[config.mk]
export PLATFORM = sky130hd
export DESIGN_NAME = seven_segment_digit_reader_flat
export DESIGN_NICKNAME = d
export VERILOG_FILES = /design/src/rtl/core/ssdr_pkg.sv /design/src/rtl/core/ssdr_if.sv /design/src/rtl/core/seven_segment_digit_reader.sv /design/src/rtl/core/ssdr_geom.sv /design/src/flat_wrapper.sv
export VERILOG_INCLUDE_DIRS = /design/src /design/src/rtl/core
export SDC_FILE = /design/constraint.sdc
export NUM_CORES = 1
export LEC_CHECK = 0
export BUFFER_PORTS_ARGS = -buffer_cell sky130_fd_sc_hd__buf_2
export CORE_UTILIZATION = 55
export CTS_BUF_LIST = sky130_fd_sc_hd__clkbuf_4
export DETAILED_ROUTE_END_ITERATION = 7
export GPL_TIMING_DRIVEN = 0
export MAX_ROUTING_LAYER = met4
export PLACE_DENSITY = 0.74
export SYNTH_ARGS = -nofsm -noshare
export SYNTH_HDL_FRONTEND = slang
export SYNTH_SLANG_ARGS = --single-unit
export TNS_END_PERCENT = 100
[constraint.sdc]
create_clock -name clk -period 5.69 [get_ports clk]
set_input_delay 0.2845 -clock clk [delete_from_list [all_inputs] [get_ports clk]]
set_output_delay 0.2845 -clock clk [all_outputs]
set_load 0.005 [all_outputs]
[src/rtl/core/seven_segment_digit_reader_macros.svh]
`ifndef SEVEN_SEGMENT_DIGIT_READER_MACROS_SVH
`define SEVEN_SEGMENT_DIGIT_READER_MACROS_SVH

// check that holds outside reset
`define SSDR_ASSERT(lbl, prop, msg) \
  lbl: assert property (@(posedge clk) disable iff (!rst_n) prop) else $error(msg);

// check that also holds while reset is asserted
`define SSDR_ASSERT_ALWAYS(lbl, prop, msg) \
  lbl: assert property (@(posedge clk) prop) else $error(msg);

`endif

[src/rtl/core/ssdr_pkg.sv]
`timescale 1ns / 1ps

package ssdr_pkg;

  localparam int unsigned MAX_WIDTH  = 256;
  localparam int unsigned MAX_HEIGHT = 512;

  localparam logic [7:0] LIT_VALUE = 8'd255;

  localparam logic [3:0] DIGIT_ONE = 4'd1;
  localparam logic [3:0] DIGIT_BAD = 4'd10;

  // floor(n/3) as (n * RECIP3) >> RECIP3_SHIFT, exact for n below 2048
  localparam logic [10:0] RECIP3       = 11'd1366;
  localparam int unsigned RECIP3_SHIFT = 12;

  localparam int unsigned NUM_PATTERNS = 9;

  localparam logic [6:0] SEG_PATTERN [NUM_PATTERNS] = '{
    7'h3F, 7'h5B, 7'h4F, 7'h66, 7'h6D, 7'h7D, 7'h07, 7'h7F, 7'h6F
  };
  localparam logic [3:0] SEG_DIGIT [NUM_PATTERNS] = '{
    4'd0, 4'd2, 4'd3, 4'd4, 4'd5, 4'd6, 4'd7, 4'd8, 4'd9
  };

  // segment bit positions
  localparam int unsigned SEG_A = 0;
  localparam int unsigned SEG_B = 1;
  localparam int unsigned SEG_C = 2;
  localparam int unsigned SEG_D = 3;
  localparam int unsigned SEG_E = 4;
  localparam int unsigned SEG_F = 5;
  localparam int unsigned SEG_G = 6;

  typedef struct packed {
    logic       lit;
    logic [8:0] w;
    logic [9:0] h;
    logic [7:0] xh;
    logic [7:0] t1;
    logic [8:0] t2;
  } geom_t;

  function automatic logic [3:0] classify(logic [8:0] w, logic [9:0] h, logic [6:0] segs);
    logic [10:0] w3;
    logic [3:0]  d;
    w3 = {1'b0, w, 1'b0} + {2'b00, w};
    d  = DIGIT_BAD;
    for (int i = 0; i < NUM_PATTERNS; i++) begin
      if (SEG_PATTERN[i] == segs) begin
        d = SEG_DIGIT[i];
      end
    end
    if (w3 < {1'b0, h}) begin
      d = DIGIT_ONE;
    end
    return d;
  endfunction

endpackage

[src/rtl/core/ssdr_if.sv]
`timescale 1ns / 1ps

interface ssdr_in_if;
  logic       valid;
  logic       ready;
  logic [7:0] pixel;
  logic [8:0] crop_width;
  logic [9:0] crop_height;

  modport source (output valid, output pixel, output crop_width, output crop_height,
                  input ready);
  modport sink   (input valid, input pixel, input crop_width, input crop_height,
                  output ready);
endinterface

interface ssdr_out_if;
  logic       valid;
  logic       ready;
  logic [3:0] digit;
  logic [6:0] segments;

  modport source (output valid, output digit, output segments, input ready);
  modport sink   (input valid, input digit, input segments, output ready);
endinterface

[src/rtl/core/seven_segment_digit_reader.sv]
`timescale 1ns / 1ps
// channel  | direction | payload
// in_ch    | sink      | pixel, crop_width, crop_height
// out_ch   | source    | digit, segments (one item per crop, on its last pixel)
//
// one pixel a cycle unless held back; pixels pass the input register, and
// a crop's result is registered as its last pixel leaves the input register
// rst_n clears the counters, flags and both valid bits
// a pixel is held back only when the last pixel of a crop waits for a full
// result register that the sink does not take

module seven_segment_digit_reader
  import ssdr_pkg::*;
(
  input logic        clk,
  input logic        rst_n,
  ssdr_in_if.sink    in_ch,
  ssdr_out_if.source out_ch
);

`include "seven_segment_digit_reader_macros.svh"

  geom_t geom_in;
  geom_t s1_r;
  logic  s1_valid_r, s1_valid_nxt;

  logic [7:0] col_r, col_nxt;
  logic [8:0] row_r, row_nxt;
  logic [6:0] flags_r, flags_nxt, flags_upd;

  logic       col_end, row_end, s1_last, s1_go, in_acc, out_load;
  logic       out_valid_r, out_valid_nxt;
  logic [3:0] out_digit_r;
  logic [6:0] out_segs_r;

  ssdr_geom u_geom (
    .pixel      (in_ch.pixel),
    .crop_width (in_ch.crop_width),
    .crop_height(in_ch.crop_height),
    .geom       (geom_in)
  );

  assign col_end  = ({1'b0, col_r} + 9'd1) >= s1_r.w;
  assign row_end  = ({1'b0, row_r} + 10'd1) >= s1_r.h;
  assign s1_last  = col_end && row_end;
  assign s1_go    = s1_valid_r && (!s1_last || !out_valid_r || out_ch.ready);
  assign out_load = s1_go && s1_last;
  assign in_ch.ready = !s1_valid_r || s1_go;
  assign in_acc   = in_ch.valid && in_ch.ready;

  // segment sampling
  always_comb begin
    flags_upd = flags_r;
    if (s1_r.lit) begin
      if (col_r == s1_r.xh) begin
        priority if (row_r < {1'b0, s1_r.t1}) begin
          flags_upd[SEG_A] = 1'b1;
        end else if (row_r == {1'b0, s1_r.t1}) begin
          flags_upd[SEG_A] = flags_r[SEG_A];
        end else if (row_r < s1_r.t2) begin
          flags_upd[SEG_G] = 1'b1;
        end else begin
          flags_upd[SEG_D] = 1'b1;
        end
      end
      if (row_r == {1'b0, s1_r.t1}) begin
        if (col_r < s1_r.xh) begin
          flags_upd[SEG_F] = 1'b1;
        end else begin
          flags_upd[SEG_B] = 1'b1;
        end
      end
      if (row_r == s1_r.t2) begin
        if (col_r < s1_r.xh) begin
          flags_upd[SEG_E] = 1'b1;
        end else begin
          flags_upd[SEG_C] = 1'b1;
        end
      end
    end
  end

  always_comb begin
    col_nxt   = col_r;
    row_nxt   = row_r;
    flags_nxt = flags_r;
    if (s1_go) begin
      flags_nxt = s1_last ? '0 : flags_upd;
      if (col_end) begin
        col_nxt = '0;
        row_nxt = row_end ? '0 : row_r + 9'd1;
      end else begin
        col_nxt = col_r + 8'd1;
      end
    end
  end

  assign s1_valid_nxt  = in_acc || (s1_valid_r && !s1_go);
  assign out_valid_nxt = out_load || (out_valid_r && !out_ch.ready);

  always_ff @(posedge clk) begin
    if (!rst_n) begin
      s1_valid_r  <= 1'b0;
      out_valid_r <= 1'b0;
      col_r       <= '0;
      row_r       <= '0;
      flags_r     <= '0;
    end else begin
      s1_valid_r  <= s1_valid_nxt;
      out_valid_r <= out_valid_nxt;
      col_r       <= col_nxt;
      row_r       <= row_nxt;
      flags_r     <= flags_nxt;
    end
  end

  always_ff @(posedge clk) begin
    if (in_acc) begin
      s1_r <= geom_in;
    end
    if (out_load) begin
      out_digit_r <= classify(s1_r.w, s1_r.h, flags_upd);
      out_segs_r  <= flags_upd;
    end
  end

  assign out_ch.valid    = out_valid_r;
  assign out_ch.digit    = out_digit_r;
  assign out_ch.segments = out_segs_r;

  `SSDR_ASSERT(a_clear_after_crop, out_load |=> (col_r == '0 && row_r == '0 && flags_r == '0), "crop state not cleared after result")
  `SSDR_ASSERT(a_stall_cause, !in_ch.ready |-> (s1_valid_r && out_valid_r && !out_ch.ready), "input stalled without a blocked result")
  `SSDR_ASSERT(a_idle_holds, !s1_go |=> ($stable(col_r) && $stable(row_r) && $stable(flags_r)), "counters moved without a pixel")
  `SSDR_ASSERT_ALWAYS(a_digit_range, out_valid_r |-> out_digit_r <= DIGIT_BAD, "digit code out of range")

endmodule

[src/rtl/core/ssdr_geom.sv]
`timescale 1ns / 1ps

module ssdr_geom
  import ssdr_pkg::*;
(
  input  logic [7:0] pixel,
  input  logic [8:0] crop_width,
  input  logic [9:0] crop_height,
  output geom_t      geom
);

  logic [8:0]  w;
  logic [9:0]  h;
  logic [10:0] h2;
  logic [20:0] t1_prod;
  logic [21:0] t2_prod;

  // clamp sizes to their legal ranges
  always_comb begin
    if (crop_width == '0) begin
      w = 9'd1;
    end else if (crop_width > 9'(MAX_WIDTH)) begin
      w = 9'(MAX_WIDTH);
    end else begin
      w = crop_width;
    end
    if (crop_height == '0) begin
      h = 10'd1;
    end else if (crop_height > 10'(MAX_HEIGHT)) begin
      h = 10'(MAX_HEIGHT);
    end else begin
      h = crop_height;
    end
  end

  assign h2      = {h, 1'b0};
  assign t1_prod = 21'(h) * 21'(RECIP3);
  assign t2_prod = 22'(h2) * 22'(RECIP3);

  assign geom.lit = (pixel == LIT_VALUE);
  assign geom.w   = w;
  assign geom.h   = h;
  assign geom.xh  = w[8:1];
  assign geom.t1  = t1_prod[RECIP3_SHIFT +: 8];
  assign geom.t2  = t2_prod[RECIP3_SHIFT +: 9];

endmodule
[src/flat_wrapper.sv]
// flat-port wrapper written by rule: the top's interface ports become plain ports
module seven_segment_digit_reader_flat import ssdr_pkg::*;
  (clk, rst_n, in_ch_valid, in_ch_pixel, in_ch_crop_width, in_ch_crop_height, in_ch_ready, out_ch_valid, out_ch_digit, out_ch_segments, out_ch_ready);
  ssdr_in_if in_ch_i ();
  ssdr_out_if out_ch_i ();
  input logic clk;
  input logic rst_n;
  input wire logic [$bits(in_ch_i.valid)-1:0] in_ch_valid;
  input wire logic [$bits(in_ch_i.pixel)-1:0] in_ch_pixel;
  input wire logic [$bits(in_ch_i.crop_width)-1:0] in_ch_crop_width;
  input wire logic [$bits(in_ch_i.crop_height)-1:0] in_ch_crop_height;
  output wire logic [$bits(in_ch_i.ready)-1:0] in_ch_ready;
  output wire logic [$bits(out_ch_i.valid)-1:0] out_ch_valid;
  output wire logic [$bits(out_ch_i.digit)-1:0] out_ch_digit;
  output wire logic [$bits(out_ch_i.segments)-1:0] out_ch_segments;
  input wire logic [$bits(out_ch_i.ready)-1:0] out_ch_ready;
  assign in_ch_i.valid = in_ch_valid;
  assign in_ch_i.pixel = in_ch_pixel;
  assign in_ch_i.crop_width = in_ch_crop_width;
  assign in_ch_i.crop_height = in_ch_crop_height;
  assign in_ch_ready = in_ch_i.ready;
  assign out_ch_valid = out_ch_i.valid;
  assign out_ch_digit = out_ch_i.digit;
  assign out_ch_segments = out_ch_i.segments;
  assign out_ch_i.ready = out_ch_ready;
  seven_segment_digit_reader u_core (.clk(clk), .rst_n(rst_n), .in_ch(in_ch_i), .out_ch(out_ch_i));
endmodule
==> results of run 1 <==
## Yosys cell counts, drive strengths merged (11+ instances only)
master / number
xor2: 12
a21o: 14
a21oi: 36
edfxtp: 40
ha: 123
nand3: 16
and2: 11
nor2: 35
xnor2: 21
inv: 74
nand2: 33
dfxtp: 26
nor2b: 16
fa: 22
o21ai: 24
## flip-flops by register name, summed over array words and instances, names as in the netlist
signal and cells:
u_core.s1_r 29, u_core.row_r 9, u_core.col_r 8, u_core.flags_r 7, u_core.out_ch.segments 7, u_core.out_ch.digit 4
u_core.out_ch.valid 1, u_core.s1_valid_r 1
## area by class of cell
class	count	area share (%)
Sequential cell	66	25.48
Clock inverter	6	1.315
Tap cell	140	2.593
Timing Repair Buffer	44	3.593
Inverter	74	4.111
Clock buffer	10	1.111
Buffer	9	0.6296
Multi-Input combinational cell	483	61.17
## metal layers
layer	part of all wire, %	up-vias	global-route usage [%]
met5	0	-	-
met4	1.6	0	9.198
met3	2.9	17	2.542
met2	51	73	42.49
met1	44	2243	27.67
li1	-	2376	-
## worst paths after layout
path	startpoint	end	slack, ns	cells after the start
worst max-delay path	in_ch_crop_height[9]	u_core.s1_r[8]	0.53	23
worst min register to register	u_core.flags_r[4]	u_core.flags_r[4]	0.51	2
worst min-delay path	in_ch_valid	u_core.s1_valid_r	0.06	2
worst max register to register	u_core.row_r[1]	u_core.s1_r[26]	1.31	15
## cell families after synthesis
kind of cell    Yosys count  share of synthesized area, %
simple gates            173                         15.47
fa+ha+maj               145                         32.11
compound gates          131                         14.47
buf+inv                  83                         5.176
flops                    66                         27.93
xor+xnor                 33                         4.688
mux                       1                        0.1624
## power by group
group	internal, mW	switching, mW
combinational	0.255	0.322
sequential	0.564	0.0209
clock	0.185	0.185
## stage by stage
stage          instances  setup slack [ns]  cell area, µm²  TNS, ns
6_report             832            0.5256            6756        0
3_5_place_dp         816           -0.8029            6585   -5.257
5_1_grt              832            0.1370            6756        0
3_3_place_gp         815           -0.7883            6555   -5.014
4_1_cts              832            0.2042            6755        0
2_1_floorplan        632            0.4925            6165        0
## repair_timing
action	CTS	global route
buffers inserted	0	0
endpoints found under the setup margin	6	3
resized for setup	2	2
==> flow_metrics.tcl, run 1 <==
set metrics [dict create \
    outcome "complete, no violations" \
    hold_buffers 0 \
    fin_nets 863 \
    antenna_cells 0 \
    grt_start_max_net_pins 20 \
    clockBufferDepth 2 \
    critPathCaptureType "flip-flop" \
    tritoncts "yes" \
    crit_buf_inv 8 \
    critPathKind "in2reg" \
    syn-cell-area_um2 6165 \
    synth_ff_type "edfxtp_1" \
    ys_top_cells_by_area "ha_1 25%, edfxtp_1 19%, dfxtp_1 8.4%" \
    ir_drop_mv 0.2200 \
    yosysTopAreaCellShare_pct 24.96 \
    fin_crit_ns 5.164 \
    area_delta_synth_final_pct 9.600 \
    critPathLaunchType "input pin" \
    vias 4709 \
    ant_nets 0 \
    multi_input_comb_area_um2 4133 \
    via_per_inst 5.660 \
    slew_viol_final 0 \
    synth-edff-count 40 \
    drtPass1Iterations 5 \
    routedWlPerCell_um 14.96 \
    path_common_cell "inv_1" \
    dp_hpwl_um 10200 \
    worst_ep_required_time_ns 5.87 \
    numCtsBuffers 9 \
    ys_ff_latch 66 \
    synthArstFlopShare_pct 0 \
    hold-worst-slack_ns 0.05502 \
    total_power_mw 1.532 \
    ys_warn_count 0 \
    remaining_drc_errors 0 \
    rsz0062_at_grt "false" \
    grt_pass1_vias 4714 \
    gp_congestion 0.8307 \
    path_max_fanout 10 \
    max_stage_delay_ns 0.52 \
    cp_top_family "adder cells" \
    final_hold_viol_count 0 \
    drt_first_iter_violations 239 \
    period_share_pct 90.76 \
    cts_sinks 66 \
    fillers 935 \
    dieHeight_um 107.9 \
    avgSynthCellArea_um2 9.754 \
    cts_root_buf "clkbuf_4" \
    io_pins 44 \
    p_leak_nw 3.341 \
    die_area_um2 11640 \
    grt_util_all_layers_pct 23.92 \
    setup-violations-final 0 \
    die_x_um 107.9 \
    final_common_cell "ha_1" \
    io_buffers 43 \
    cp.arrival_ns 5.34 \
    antenna_found_initial 0 \
    syn-num-nets 808 \
    fin_skew_ns 0.02532 \
    htreeDepth 3 \
    coreArea_um2 10890 \
    synth_top_area_cell "ha_1" \
    fmax_mhz 193.6 \
    worst_pin_slew_ns 0.8731 \
    crit_path_cell_trace "buf_2, clkbuf_2, inv_1, nand2_1, inv_1, ha_1, ha_1, inv_1, fa_1, inv_1, fa_1, inv_1, fa_1, inv_1, ha_1, nand4_1, nor2_1, a2111oi_2, a31oi_1, o21ai_0, o21ai_1, a21oi_1, xnor2_1" \
    initial_core_util_pct 56.62 \
    clk_pin_slew_ns 0.13 \
    clock_latency_ns 0.44 \
    worst_path_max_delay_cell "fa_1" \
    layout-drive-gt1-share_pct 11.42 \
    power_density_nw_per_um2 226.8 \
    ys_types 65 \
    fin_util_pct 62.05 \
    rows 38 \
    drt_wl_total_um 12450 \
    seq_area_frac_synth_pct 27.93 \
    min_path_type "in2reg" \
    synth_cells 632 \
    seq_area_um2 1722 \
    max-slew-margin-rel_pct 41.58 \
    grt_first_pass_wirelength_um 21050 \
    mostFrequentLayoutCells "123 x ha_1, 74 x inv_1, 43 x buf_2" \
    grt_overflow_total 0 \
    drv_cap 0 \
]
No activity file was read; power rests on OpenSTA's default activity.
==> run 2: changes to the inputs <==
- CORE_ASPECT_RATIO: not set -> 1.1
==> run 2 against run 1 <==
Against the previous run: first-iteration DRC count is 30% lower; cell area fell by 0.61%; clock power is 22% lower; sequential cell count unchanged; combinational power barely moved; sequential share of layout area grew 0.16 points; via count grew 0.11%; global-route usage increased by 1.0 points; clock-buffer cell count stayed put; largest power group unchanged; highest routed layer unchanged.
==> flow_metrics.tcl, run 2 (synthesized netlist as in run 1, its figures left out) <==
set metrics [dict create \
    io_pins 44 \
    fin_setup_tns_ns 0 \
    min_path_type "in2reg" \
    layout-drive-gt1-share_pct 11.42 \
    gp_congestion 0.8696 \
    grt_overflow_total 0 \
    routedWlPerCell_um 15.28 \
    clockBufferDepth 2 \
    antenna_cells 0 \
    hold_buffers 0 \
    path_common_cell "inv_1" \
    worst_path_max_delay_cell "a2111oi_2" \
    vias 4714 \
    drtPass1Iterations 5 \
    wl_met3_um 362 \
    fmax_mhz 191.8 \
    largest_reg_flops 29 \
    max_stage_delay_ns 0.55 \
    ant_nets 0 \
    final_common_cell "ha_1" \
    fillers 963 \
    worst_ep_required_time_ns 5.89 \
    reg2reg_to "u_core.s1_r[26]" \
    fin_skew_ns 0.01712 \
    rrSetupSlack_ns 1.22 \
    fin_nets 863 \
    final_hold_viol_count 0 \
    p_leak_nw 3.322 \
    critPathKind "in2reg" \
    initial_core_util_pct 56.50 \
    rows 40 \
    mostFrequentLayoutCells "123 x ha_1, 74 x inv_1, 43 x buf_2" \
    slew_viol_final 0 \
    dieHeight_um 113.0 \
    fin_crit_ns 5.214 \
    grt_util_all_layers_pct 24.92 \
    max-slew-margin-rel_pct 43.96 \
    io_buffers 43 \
    outcome "complete, no violations" \
    drt_wl_total_um 12820 \
    cp.arrival_ns 5.41 \
    dp_hpwl_um 10590 \
    rsz0062_at_grt "false" \
    grt_pass1_vias 4787 \
    path_max_fanout 10 \
    ir_drop_mv 0.2303 \
    top_register "u_core.s1_r" \
    tritoncts "yes" \
    die_x_um 102.9 \
    htreeDepth 3 \
    critPathLaunchType "input pin" \
    drv_cap 0 \
    timing.rr.start "u_core.row_r[1]" \
    remaining_drc_errors 0 \
    coreArea_um2 10910 \
    critPathCaptureType "flip-flop" \
    numCtsBuffers 9 \
    whs_endpoint "u_core.s1_valid_r" \
    hold-worst-slack_ns 0.06865 \
    reg2reg_depth 15 \
    whs_path_depth 2 \
    period_share_pct 91.63 \
    worst_pin_slew_ns 0.8376 \
    fin_util_pct 61.55 \
    grt_first_pass_wirelength_um 21800 \
    met2_length_um 6612 \
    cts_root_buf "clkbuf_4" \
    grt_start_max_net_pins 20 \
    area_delta_synth_final_pct 8.930 \
    largestRegisters "u_core.s1_r (29), u_core.row_r (9), u_core.col_r (8)" \
    die_area_um2 11640 \
    crit_path_cell_trace "buf_2, clkbuf_2, inv_1, nand2_1, inv_1, ha_1, ha_1, inv_1, fa_1, inv_1, fa_1, inv_1, fa_1, inv_1, ha_1, nand4_1, nor2_1, a2111oi_2, a31oi_1, o21ai_0, o21ai_1, a21oi_1, xnor2_1" \
    min_from "in_ch_valid" \
    cts_sinks 66 \
    top_layer "met4" \
    drt_first_iter_violations 168 \
    clk_pin_slew_ns 0.13 \
    clock_latency_ns 0.45 \
    power_density_nw_per_um2 216.3 \
    wl_met1_um 5457 \
    via_per_inst 5.619 \
    antenna_found_initial 0 \
    setup-violations-final 0 \
]
[run 2: cell types whose count changed in the layout (fill, tap and decap cells not counted), sizes merged]
cell	previous run	this run
bufinv	2	0
inv	76	78
[run 2: critical path: cells and delay by family]
| family | cells | cell delay (ns) |
|---|---|---|
| adders and majority gates | 6 | 2.46 |
| AOI/OAI and AO/OA | 5 | 1.34 |
| buffers and inverters | 8 | 0.90 |
| and+or+nand+nor | 3 | 0.35 |
| xor gates and xnor gates | 1 | 0.08 |
[run 2: worst max path at each step]
stage | start | cells after the start | endpoint
floorplan | in_ch_crop_height[9] | 22 | u_core.s1_r[8]
global placement | in_ch_crop_height[9] | 23 | u_core.s1_r[8]
detailed placement | in_ch_crop_height[9] | 23 | u_core.s1_r[8]
CTS | in_ch_crop_height[9] | 23 | u_core.s1_r[8]
global route | in_ch_crop_height[9] | 23 | u_core.s1_r[8]
finish | in_ch_crop_height[9] | 23 | u_core.s1_r[8]
[run 2: per-layer routing]
layer,vias to the layer above,global-route usage (%)
li1,2385,-
met1,2227,28.34
met2,76,43.51
met3,26,3.459
met4,0,10.14
met5,-,-
[run 2: area by class of cell]
class,instances,area (µm²),share of cell area [%]
multi-input combinational,483,4133,61.54
sequential,66,1722,25.64
inverter,74,277.8,4.136
timing repair buffer,44,242.7,3.615
tap,147,183.9,2.739
clock buffer,10,75.07,1.118
buffer,9,42.54,0.6335
clock inverter,6,38.79,0.5776
[run 2: where the power goes]
group	switching [mW]	internal (mW)	total [mW]	leakage, nW
clock network	0.194	0.0957	0.290	0.0717
logic	0.320	0.257	0.576	2.65
registers	0.0222	0.564	0.586	0.597
[run 2: stage by stage]
stage	instances	cell area [µm²]	worst slack (ns)	power, mW
6_report	839	6715	0.4760	1.453
5_1_grt	839	6715	0.09348	1.567
4_1_cts	839	6714	0.2297	1.463
3_5_place_dp	823	6594	-0.7932	1.171
3_3_place_gp	822	6564	-0.7773	1.137
2_1_floorplan	632	6165	0.4925	1.020
[run 2: repair_timing]
| action | in CTS | in global routing |
|---|---|---|
| endpoints found under the setup margin | 6 | 4 |
| setup buffers | 0 | 0 |
| gates cloned | 0 | 0 |
| gates resized for setup | 2 | 2 |
